[config.mk]
export PLATFORM = sky130hd
export DESIGN_NAME = pjdt_rem
export DESIGN_NICKNAME = d
export VERILOG_FILES = /design/src/hw/rtl/pjdt_pkg.sv /design/src/hw/rtl/pjdt_rem.sv
export SDC_FILE = /design/constraint.sdc
export NUM_CORES = 1
export LEC_CHECK = 0
export BUFFER_PORTS_ARGS = -buffer_cell sky130_fd_sc_hd__buf_2
export CORE_MARGIN = 4
export CORE_UTILIZATION = 35
export CTS_CLUSTER_SIZE = 30
export DETAILED_ROUTE_END_ITERATION = 10
export MAX_ROUTING_LAYER = met4
export PLACE_DENSITY_LB_ADDON = 0.1
export SYNTH_ARGS = -nofsm -noshare
export SYNTH_HDL_FRONTEND = slang
export SYNTH_SLANG_ARGS = --single-unit
[constraint.sdc]
create_clock -name clk -period 3.8 [get_ports clk]
set_clock_uncertainty 0.1 [all_clocks]
set_input_delay 0.57 -clock clk [delete_from_list [all_inputs] [get_ports clk]]
set_output_delay 0.57 -clock clk [all_outputs]
set_load 0.01 [all_outputs]
[src/hw/rtl/pjdt_pkg.sv]
`default_nettype none
package pjdt_pkg;

	localparam int unsigned TableCapacity = 1024;
	localparam int unsigned AddrW = $clog2(TableCapacity);
	localparam int unsigned CountW = $clog2(TableCapacity + 1);

	localparam int unsigned TimeW = 31;
	localparam int unsigned TagW = 32;
	localparam int unsigned IndexOutW = 10;
	localparam int unsigned CountOutW = 11;

	typedef logic [1:0] action_t;
	localparam action_t ActCheck = 2'd0;
	localparam action_t ActRemove = 2'd1;
	localparam action_t ActPurge = 2'd2;

	typedef enum logic [2:0] {
		StInserted  = 3'd0,
		StDuplicate = 3'd1,
		StFull      = 3'd2,
		StRemoved   = 3'd3,
		StNotFound  = 3'd4,
		StPurged    = 3'd5
	} status_t;

	typedef struct packed {
		logic [TagW-1:0]  tag;
		logic [TimeW-1:0] per;
		logic [TimeW-1:0] start;
	} entry_t;

	localparam int unsigned EntryW = $bits(entry_t);

endpackage
`default_nettype wire

[src/hw/rtl/pjdt_rem.sv]
`default_nettype none
// Restoring remainder unit, one quotient bit per cycle.
module pjdt_rem
	import pjdt_pkg::*;
(
	input  wire logic             clk,
	input  wire logic             arst_n,
	input  wire logic             start,
	input  wire logic [TimeW-1:0] dividend,
	input  wire logic [TimeW-1:0] divisor,
	output logic                  done,
	output logic                  rem_zero
);

	localparam int unsigned CntW = $clog2(TimeW + 1);

	logic [TimeW-1:0] rem_q;
	logic [TimeW-1:0] dvd_q;
	logic [TimeW-1:0] dvs_q;
	logic [CntW-1:0]  cnt_q;
	logic             busy_q;
	logic             done_q;
	logic [TimeW:0]   shifted;
	logic [TimeW:0]   diff;

	assign shifted = {rem_q, dvd_q[TimeW-1]};
	assign diff = shifted - {1'b0, dvs_q};

	always_ff @(posedge clk or negedge arst_n) begin
		if (!arst_n) begin
			busy_q <= 1'b0;
			done_q <= 1'b0;
			cnt_q  <= '0;
		end else begin
			done_q <= 1'b0;
			if (start) begin
				busy_q <= 1'b1;
				cnt_q  <= CntW'(TimeW);
			end else if (busy_q) begin
				cnt_q <= cnt_q - 1'b1;
				if (cnt_q == CntW'(1)) begin
					busy_q <= 1'b0;
					done_q <= 1'b1;
				end
			end
		end
	end

	always_ff @(posedge clk) begin
		if (start) begin
			rem_q <= '0;
			dvd_q <= dividend;
			dvs_q <= divisor;
		end else if (busy_q) begin
			dvd_q <= dvd_q << 1;
			if (!diff[TimeW]) begin
				rem_q <= diff[TimeW-1:0];
			end else begin
				rem_q <= shifted[TimeW-1:0];
			end
		end
	end

	assign done = done_q;
	assign rem_zero = (rem_q == '0);

endmodule
`default_nettype wire

---- Word-level counts from Yosys, hierarchy flattened ----
Cells that the tools add are included.
storage, ports and cells
  output and inout port bits .............. 2
  word-level logic and storage cells ...... 22
  register bits ........................... 100
  input bits .............................. 65
operators by class
  add/sub/neg operators ................... 2
  muxes and demuxes ....................... 11
  reductions and logical operators ........ 2
  equal/unequal tests ..................... 1
operator list
  operator                                                            number
  31-bit two-way mux                                                  3
  32-bit by 31-bit subtractor with 32-bit output                      1
  31-bit zero test                                                    1
  5-bit two-way mux                                                   2
  1-bit two-way mux                                                   6
  5-bit by 1-bit == test with 1-bit output, second input constant     1
  5-bit by 1-bit subtractor with 5-bit output, second input constant  1
  2-bit nonzero test                                                  1

---- Depth between registers and ports, before layout ----
Gate-level depths: netlist of run 1.
  depth in word-level cells ............... 4
  depth in mapped cells ................... 14
  gate-level depth less buffers ........... 13

---- Worst setup path after synthesis of run 1 ----
No wires, ideal clock.
  path type ............................... register to register
  start point ............................. reg dvd_q[30]
  end point ............................... reg rem_q[30]
  buffers on the path ..................... 0
  setup time .............................. 0.086 ns
  setup slack ............................. 0.906 ns
  cell stages (with the launch flop) ...... 14
  data arrival time ....................... 2.709 ns
  cell sequence ........................... edfxtp_1 inv_1 ha_1 inv_1 fa_1 a21oi_1 nor2_1 o21a_1 nor3_1 o21bai_1 a2111oi_0 xnor2_1 mux2i_1 a211oi_1
on the way
  cells in the longest elaborated chain, start to end .. 2
ends and longest elaborated chain
  item                                            line            source
  from (decl)                                     pjdt_rem.sv:18  logic [TimeW-1:0] dvd_q;
  from (signal assigned)                          pjdt_rem.sv:52  dvd_q <= dividend;
  from (signal assigned)                          pjdt_rem.sv:55  dvd_q <= dvd_q << 1;
  32-bit by 31-bit subtractor with 32-bit output  pjdt_rem.sv:27  assign diff = shifted - {1'b0, dvs_q};
  31-bit two-way mux                              pjdt_rem.sv:56  if (!diff[TimeW]) begin
  to (signal assigned)                            pjdt_rem.sv:57  rem_q <= diff[TimeW-1:0];
  to (signal assigned)                            pjdt_rem.sv:59  rem_q <= shifted[TimeW-1:0];
  to (decl)                                       pjdt_rem.sv:17  logic [TimeW-1:0] rem_q;
No other way between the ends.
A chain may end at the register's enable or synchronous reset.

---- Final worst setup path of run 1 ----
Ends and elaborated chain as after synthesis.

==> results_dict.tcl, run 1 <==
set metrics [dict create \
    status "finished, final reports clean" \
    drive_gt1_frac 0.1957 \
    post_drt_wl_per_cell_um 15.92 \
    finalSetupViolCount 0 \
    clockRootBuffer "clkbuf_16" \
    grt_max_degree 56 \
    synth_seq_cells 100 \
    min_period_ns 3.241 \
    grt_pass1_vias 4597 \
    p_sw_frac 0.4025 \
    path_max_fanout 3 \
    cp.arrival_ns 3.41 \
    layout_commonest_cell "buf_2" \
    start_util 0.3579 \
    syn_area_per_cell_um2 10.15 \
    totalWireLength_mm 13.76 \
    grt.overflow.total 0 \
    final_util 0.4075 \
    cts_tree "yes" \
    cts_buffers 9 \
    grt_pass1_wl_mm 23.15 \
    p_total_mw 4.581 \
    fin_cells 864 \
    ys.flop_type "edfxtp_1" \
    min_path_type "input port to register" \
    tightest_slew_ns 0.9320 \
    seq_power_share 0.330 \
    required_ns 3.97 \
    antenna_found_initial 0 \
    htree_levels 3 \
    drc 0 \
    p_switching_mw 1.844 \
    endpoint_kind "register" \
    rsz0062_at_grt "false" \
    vias 4483 \
    p_int_mw 2.737 \
    grtUsageTotal 0.1510 \
    max-cap-violations 0 \
    rr_startpoint "dvd_q[30]$_DFFE_PP_" \
    clk_latency_ns 0.36 \
    cts_sinks 100 \
    syn_inst 585 \
    ys_warn_count 0 \
    synth-edff-count 62 \
    dr.pass1.iters 4 \
    path_class "register to register" \
    dp_hpwl_mm 9.922 \
    dp.cells 847 \
    fillers 1646 \
    fmax_mhz 308.6 \
    coreArea_um2 16580 \
    antenna_left 0 \
    rows 47 \
    hold_viol_final 0 \
    min_period_over_period 0.8528 \
    power.leakage_nw 2.781 \
    drtIter0Drc 207 \
    portBuffers 66 \
    place_congestion 0.8817 \
    clkSlewWorstSetupHoldPaths_ns 0.08 \
    die_y_um 138.2 \
    finalSetupTns_ns 0 \
    mostFrequentLayoutCells "buf_2 (65), edfxtp_1 (62), nor2_1 (53)" \
    synth.distinct_cells 57 \
    ios 67 \
    die_area_um2 19110 \
    cp-startpoint "dvd_q[30]$_DFFE_PP_" \
    slew_headroom 0.3721 \
    peakVddDrop_v 0.0002944 \
    synth_area_um2 5936 \
    clk_path_buf_depth 2 \
    pwr-share-comb 0.460 \
    slew_viol_final 0 \
    synthToLayoutAreaGrowth_pct 13.85 \
    synth_fp_nets 684 \
    min_from "divisor[2]" \
    final_nets 738 \
    synth_async_sr_flop_share 0.07000 \
    startpoint_type "register" \
    antennaDiodeCount 0 \
    seq_area_frac_synth 0.4477 \
    die_x_um 138.2 \
    pwr-share-clk 0.210 \
    p_per_area_nw_per_um2 677.9 \
    vias_per_cell 5.189 \
]
## registers in the layout, summed over array words and instances (netlist names)
signal  flops
dvd_q      31
dvs_q      31
rem_q      31
cnt_q       5
busy_q      1
done        1
## layout make-up
cell class,count,area [um2],area share
flip-flops and latches,100,2659,0.3934
multi-input cells,413,2965,0.4388
repair buffers,72,380.4,0.05629
inverters,43,161.4,0.02388
well taps,220,275.3,0.04073
clock inverters,7,91.34,0.01352
clock buffers,9,225.2,0.03333
## worst max-delay path, cell delays in order, from the launching register on
cell and delay [ns]:
edfxtp_1 0.40, inv_1 0.07, ha_1 0.15, inv_1 0.05, fa_1 0.40, a21oi_1 0.20, nor2_1 0.10, o21a_1 0.21
nor3_1 0.31, o21bai_1 0.15, a2111oi_1 0.52, xnor2_1 0.17, mux2i_1 0.08, a211oi_1 0.25
## what timing repair did
action / in CTS / in global routing
gates resized for setup: 0 / 1
hold buffers: 1 / 0
endpoints found under the setup margin: 0 / 1
setup buffers: 0 / 0
endpoints found under the hold margin: 7 / 0
## path summary, 6_finish.rpt
path                                                to  slack, ns  cells past startpoint
worst max-delay path            rem_q[30]$_SDFFE_PP0P_       0.56                     13
min in group asynchronous               done$_DFF_PN0_       0.47                      2
worst min-delay path                dvs_q[2]$_DFFE_PP_       0.28                      1
worst min register to register  rem_q[11]$_SDFFE_PP0P_       0.42                      2
worst max register to register  rem_q[30]$_SDFFE_PP0P_       0.56                     13
max in group asynchronous             busy_q$_DFF_PN0_       2.95                      2
## power by group through the flow
stage	registers (mW)	clock network [mW]	logic (mW)
5_1_grt	1.54	1.04	2.36
4_1_cts	1.51	0.999	2.12
3_3_place_gp	1.53	0	2.12
6_report	1.51	0.961	2.11
2_1_floorplan	1.48	0	1.74
3_5_place_dp	1.53	0	2.10
## metal layers
metal / track usage / wire [um]
met5: - / 0
met4: 0.03744 / 169
met3: 0.03626 / 453
met2: 0.2384 / 6470
met1: 0.1968 / 6666
## cell families after synthesis
| logic type | count (synthesis) | share of synthesized area |
|---|---|---|
| compound gates | 134 | 0.1537 |
| xor+xnor | 28 | 0.04131 |
| fa+ha+maj | 34 | 0.07294 |
| buf+inv | 72 | 0.05291 |
| flops | 100 | 0.4477 |
| mux | 51 | 0.09233 |
| simple gates | 166 | 0.1391 |
## cells in the mapped netlist (4+ instances only)
master / instances / share of area
dfxtp_1: 31 / 0.10
or3_1: 4 / 0.0042
xor2_1: 10 / 0.015
a21o_1: 14 / 0.018
dfrtp_1: 7 / 0.030
ha_1: 33 / 0.070
nor4_1: 9 / 0.0095
nand3_1: 11 / 0.0093
o21ai_0: 20 / 0.017
clkbuf_1: 19 / 0.012
nor3_1: 20 / 0.017
a211oi_1: 28 / 0.035
a311oi_1: 7 / 0.010
nand2b_1: 11 / 0.012
o211ai_1: 6 / 0.0076
xnor2_1: 18 / 0.027
nand4_1: 11 / 0.012
buf_2: 6 / 0.0051
nor2_1: 53 / 0.034
mux2i_1: 21 / 0.035
inv_1: 42 / 0.027
nand2_1: 32 / 0.020
edfxtp_1: 62 / 0.31
o21a_1: 5 / 0.0063
o21bai_1: 9 / 0.011
mux2_2: 30 / 0.057
a21oi_1: 26 / 0.022
## stage by stage
| step | hold WS, ns | cell area (um2) | setup WS [ns] |
|---|---|---|---|
| after floorplan | 0.1744 | 5936 | 0.9057 |
| after CTS | 0.2617 | 6756 | 0.4333 |
| after global placement | 0.3099 | 6430 | 0.5839 |
| final | 0.2798 | 6758 | 0.5594 |
| after global routing | 0.2576 | 6758 | 0.1012 |
| after detailed placement | 0.3156 | 6430 | 0.4551 |
Power figures use the tool's default switching activity.
==> run 2: changes to the inputs <==
--- a/config.mk
+++ b/config.mk
@@ -11,7 +11,7 @@
 export CTS_CLUSTER_SIZE = 30
 export DETAILED_ROUTE_END_ITERATION = 10
 export MAX_ROUTING_LAYER = met4
-export PLACE_DENSITY_LB_ADDON = 0.1
+export PLACE_DENSITY = 0.51
 export SYNTH_ARGS = -nofsm -noshare
 export SYNTH_HDL_FRONTEND = slang
 export SYNTH_SLANG_ARGS = --single-unit
==> results_dict.tcl, run 2 (same netlist as run 1, synthesis figures left out) <==
set metrics [dict create \
    place_congestion 0.8784 \
    path_max_fanout 3 \
    cts_tree "yes" \
    required_ns 3.96 \
    min_period_over_period 0.8804 \
    cts_sinks 100 \
    drive_gt1_frac 0.1944 \
    layout_commonest_cell "buf_2" \
    rows 47 \
    totalWireLength_mm 13.83 \
    hold_viol_final 0 \
    max-cap-violations 0 \
    drc 0 \
    clk_path_buf_depth 2 \
    design_area_um2 6744 \
    startpoint_type "register" \
    ios 67 \
    drtIter0Drc 217 \
    rsz0062_at_grt "false" \
    grtUsageTotal 0.1528 \
    htree_levels 3 \
    dr.pass1.iters 4 \
    final_nets 737 \
    die_area_um2 19110 \
    portBuffers 66 \
    finalSetupTns_ns 0 \
    slew_viol_final 0 \
    clkSlewWorstSetupHoldPaths_ns 0.08 \
    post_drt_wl_per_cell_um 16.02 \
    status "finished, final reports clean" \
    final_util 0.4067 \
    slew_headroom 0.4099 \
    clk_latency_ns 0.36 \
    coreArea_um2 16580 \
    antenna_found_initial 0 \
    power.leakage_nw 2.775 \
    die_y_um 138.2 \
    die_x_um 138.2 \
    finalSetupViolCount 0 \
    grt_pass1_wl_mm 23.47 \
    min_period_ns 3.346 \
    clockRootBuffer "clkbuf_16" \
    mostFrequentLayoutCells "buf_2 (65), edfxtp_1 (62), nor2_1 (53)" \
    fin_cells 863 \
    vias 4537 \
    synthToLayoutAreaGrowth_pct 13.62 \
    cts_buffers 9 \
    vias_per_cell 5.257 \
    grt_pass1_vias 4605 \
    fillers 1661 \
    p_per_area_nw_per_um2 678.9 \
    dp.cells 846 \
    grt_max_degree 72 \
    whs_ns 0.2771 \
    dp_hpwl_mm 10.07 \
    cts_resized 0 \
    start_util 0.3579 \
    cp.arrival_ns 3.51 \
    grt.overflow.total 0 \
    tightest_slew_ns 0.8759 \
    min_path_type "input port to register" \
    multi_input_area_um2 2964 \
    peakVddDrop_v 0.0003146 \
    place_area_um2 6422 \
    regArea_um2 2659 \
    reg_top3 "dvd_q x31, dvs_q x31, rem_q x31" \
    fmax_mhz 298.9 \
    postCtsSetupBuffers 0 \
    endpoint_kind "register" \
    antennaDiodeCount 0 \
    path_class "register to register" \
    antenna_left 0 \
]
run 2: worst paths after layout:
path / cells past startpoint / start / slack [ns] / to
worst min-delay path: 1 / divisor[0] / 0.28 / dvs_q[0]$_DFFE_PP_
worst min register to register: 2 / rem_q[7]$_SDFFE_PP0P_ / 0.42 / rem_q[7]$_SDFFE_PP0P_
worst max-delay path: 13 / dvd_q[30]$_DFFE_PP_ / 0.45 / rem_q[30]$_SDFFE_PP0P_
max in group asynchronous: 2 / arst_n / 2.96 / busy_q$_DFF_PN0_
min in group asynchronous: 2 / arst_n / 0.47 / done$_DFF_PN0_
worst max register to register: 13 / dvd_q[30]$_DFFE_PP_ / 0.45 / rem_q[30]$_SDFFE_PP0P_
run 2: final cells by class:
cell class,instances,share of cell area
multi-input combinational,413,0.4395
sequential,100,0.3942
tap,220,0.04082
inverter,43,0.02393
clock inverter,7,0.01280
clock buffer,9,0.03340
timing repair buffer,71,0.05529
run 2: repair_timing:
action / 4_1_cts / 5_1_grt
endpoints found under the hold margin: 7 / 0
setup endpoints to repair: 0 / 0
hold buffers: 1 / 0
run 2: worst max-delay path, stage by stage, from the launching register on:
cell and delay (ns):
edfxtp_1 0.39, inv_1 0.07, ha_1 0.15, inv_1 0.05
fa_1 0.39, a21oi_1 0.22, nor2_1 0.10, o21a_1 0.20
nor3_1 0.35, o21bai_1 0.16, a2111oi_0 0.57, xnor2_1 0.18
mux2i_1 0.09, a211oi_1 0.24
run 2: through the flow:
step / power (mW) / worst slack, ns
CTS: 4.630 / 0.4369
detailed placement: 3.642 / 0.4710
global placement: 3.647 / 0.5458
finish: 4.578 / 0.4543
floorplan: 3.223 / 0.9057
global route: 4.943 / 0.02861
run 2: where the power goes:
part           internal [mW]  switching [mW]
Clock                  0.475           0.476
Sequential              1.35           0.164
Combinational          0.911            1.20
run 2: metal layers:
metal | vias up | share of wire | global-route usage
met1 | 2188 | 0.48 | 0.2014
met3 | 10 | 0.030 | 0.03488
li1 | 2266 | - | -
met2 | 73 | 0.48 | 0.2397
met5 | - | 0 | -
met4 | 0 | 0.012 | 0.03796
==> run 3: changes to the inputs <==
--- a/config.mk
+++ b/config.mk
@@ -5,7 +5,7 @@
 export SDC_FILE = /design/constraint.sdc
 export NUM_CORES = 1
 export LEC_CHECK = 0
-export BUFFER_PORTS_ARGS = -buffer_cell sky130_fd_sc_hd__buf_2
+export BUFFER_PORTS_ARGS = -buffer_cell sky130_fd_sc_hd__buf_4
 export CORE_MARGIN = 4
 export CORE_UTILIZATION = 35
 export CTS_CLUSTER_SIZE = 30
==> results_dict.tcl, run 3 (same netlist as run 1, synthesis figures left out) <==
set metrics [dict create \
    status "finished, final reports clean" \
    grt_pass1_vias 4406 \
    finalSetupViolCount 0 \
    rsz0062_at_grt "false" \
    finalSetupTns_ns 0 \
    path_buf_inv 2 \
    vias 4492 \
    cp.arrival_ns 3.61 \
    peakVddDrop_v 0.0002691 \
    cp_slowest_cell "a2111oi_1" \
    portBuffers 66 \
    critPathMostFrequentCell "inv_1" \
    dr.pass1.iters 5 \
    vias_per_cell 5.199 \
    slowest_delay_ns 0.57 \
    clockRootBuffer "clkbuf_16" \
    coreArea_um2 16580 \
    tightest_slew_ns 1.055 \
    path_max_fanout 3 \
    drtIter0Drc 294 \
    antenna_found_initial 0 \
    startpoint_type "register" \
    die_y_um 138.2 \
    p_per_area_nw_per_um2 664.9 \
    cts_tree "yes" \
    reg_top3 "dvd_q x31, dvs_q x31, rem_q x31" \
    layout_commonest_cell "buf_4" \
    power.leakage_nw 2.834 \
    fillers 1661 \
    die_x_um 138.2 \
    clkSlewWorstSetupHoldPaths_ns 0.08 \
    required_ns 3.98 \
    final_nets 738 \
    start_util 0.3579 \
    crit_family "compound AO/OA/AOI/OAI gates" \
    clk_path_buf_depth 2 \
    min_period_ns 3.429 \
    whs_ns 0.2753 \
    antenna_left 0 \
    place_congestion 0.8700 \
    post_drt_wl_per_cell_um 15.95 \
    grt.overflow.total 0 \
    grt_pass1_wl_mm 22.41 \
    endpoint_kind "register" \
    drc 0 \
    grt_max_degree 58 \
    max-cap-violations 0 \
    antennaDiodeCount 0 \
    min_path_type "input port to register" \
    totalWireLength_mm 13.78 \
    slew_viol_final 0 \
    rows 47 \
    crit_chain "inv_1 > ha_1 > inv_1 > fa_1 > a21oi_1 > nor2_1 > o21a_1 > nor3_1 > o21bai_1 > a2111oi_1 > xnor2_1 > mux2i_1 > a211oi_1" \
    hold_viol_final 0 \
    min_period_over_period 0.9025 \
    cts_sinks 100 \
    cts_buffers 9 \
    die_area_um2 19110 \
    htree_levels 3 \
    ios 67 \
    dp_hpwl_mm 9.964 \
    mostFrequentLayoutCells "buf_4 (71), edfxtp_1 (62), nor2_1 (53)" \
    clk_latency_ns 0.36 \
    synthToLayoutAreaGrowth_pct 16.51 \
    path_class "register to register" \
    fmax_mhz 291.6 \
    slew_headroom 0.2891 \
    drive_gt1_frac 0.1957 \
    grtUsageTotal 0.1478 \
]
## run 3: worst paths after layout
| kind | depth (start not counted) | startpoint | end | slack (ns) |
|---|---|---|---|---|
| setup / recovery | 13 | dvd_q[30]$_DFFE_PP_ | rem_q[30]$_SDFFE_PP0P_ | 0.37 |
| hold / removal | 1 | divisor[1] | dvs_q[1]$_DFFE_PP_ | 0.28 |
| setup reg to reg | 13 | dvd_q[30]$_DFFE_PP_ | rem_q[30]$_SDFFE_PP0P_ | 0.37 |
| hold reg to reg | 2 | rem_q[7]$_SDFFE_PP0P_ | rem_q[7]$_SDFFE_PP0P_ | 0.42 |
| max in group asynchronous | 2 | arst_n | busy_q$_DFF_PN0_ | 3.01 |
| min in group asynchronous | 2 | arst_n | cnt_q[2]$_DFFE_PN0P_ | 0.45 |
## run 3: layout make-up
| cell class | count | area (um2) | area share |
|---|---|---|---|
| Sequential cell | 100 | 2659 | 0.3845 |
| Clock inverter | 7 | 86.33 | 0.01248 |
| Timing Repair Buffer | 72 | 543.0 | 0.07852 |
| Inverter | 43 | 161.4 | 0.02334 |
| Tap cell | 220 | 275.3 | 0.03980 |
| Multi-Input combinational cell | 413 | 2965 | 0.4288 |
| Clock buffer | 9 | 225.2 | 0.03257 |
## run 3: power by group
group          internal (mW)  switching (mW)
combinational          0.935            1.20
sequential              1.35           0.160
clock                  0.472           0.477
## run 3: what timing repair did
item | 4_1_cts | 5_1_grt
hold buffers | 1 | 0
buffers inserted | 0 | 0
setup endpoints to repair | 0 | 1
gates resized for setup | 0 | 1
hold endpoints to repair | 7 | 0
## run 3: per-layer routing
layer | routed length (um) | vias to the layer above | track usage
li1 | - | 2273 | -
met1 | 6650 | 2125 | 0.1950
met2 | 6473 | 83 | 0.2330
met3 | 513 | 11 | 0.03557
met4 | 144 | 0 | 0.03120
met5 | 0 | - | -
## run 3: stage by stage
stage | area [um2] | power [mW] | util | worst slack [ns] | instances
3_3_place_gp | 6593 | 3.651 | 0.3975 | 0.3188 | 847
4_1_cts | 6914 | 4.645 | 0.4169 | 0.2526 | 864
2_1_floorplan | 5936 | 3.223 | - | 0.9057 | 585
5_1_grt | 6915 | 4.940 | 0.4170 | 0.08777 | 864
3_5_place_dp | 6593 | 3.657 | 0.3975 | 0.2848 | 847
6_report | 6915 | 4.598 | 0.4170 | 0.3707 | 864
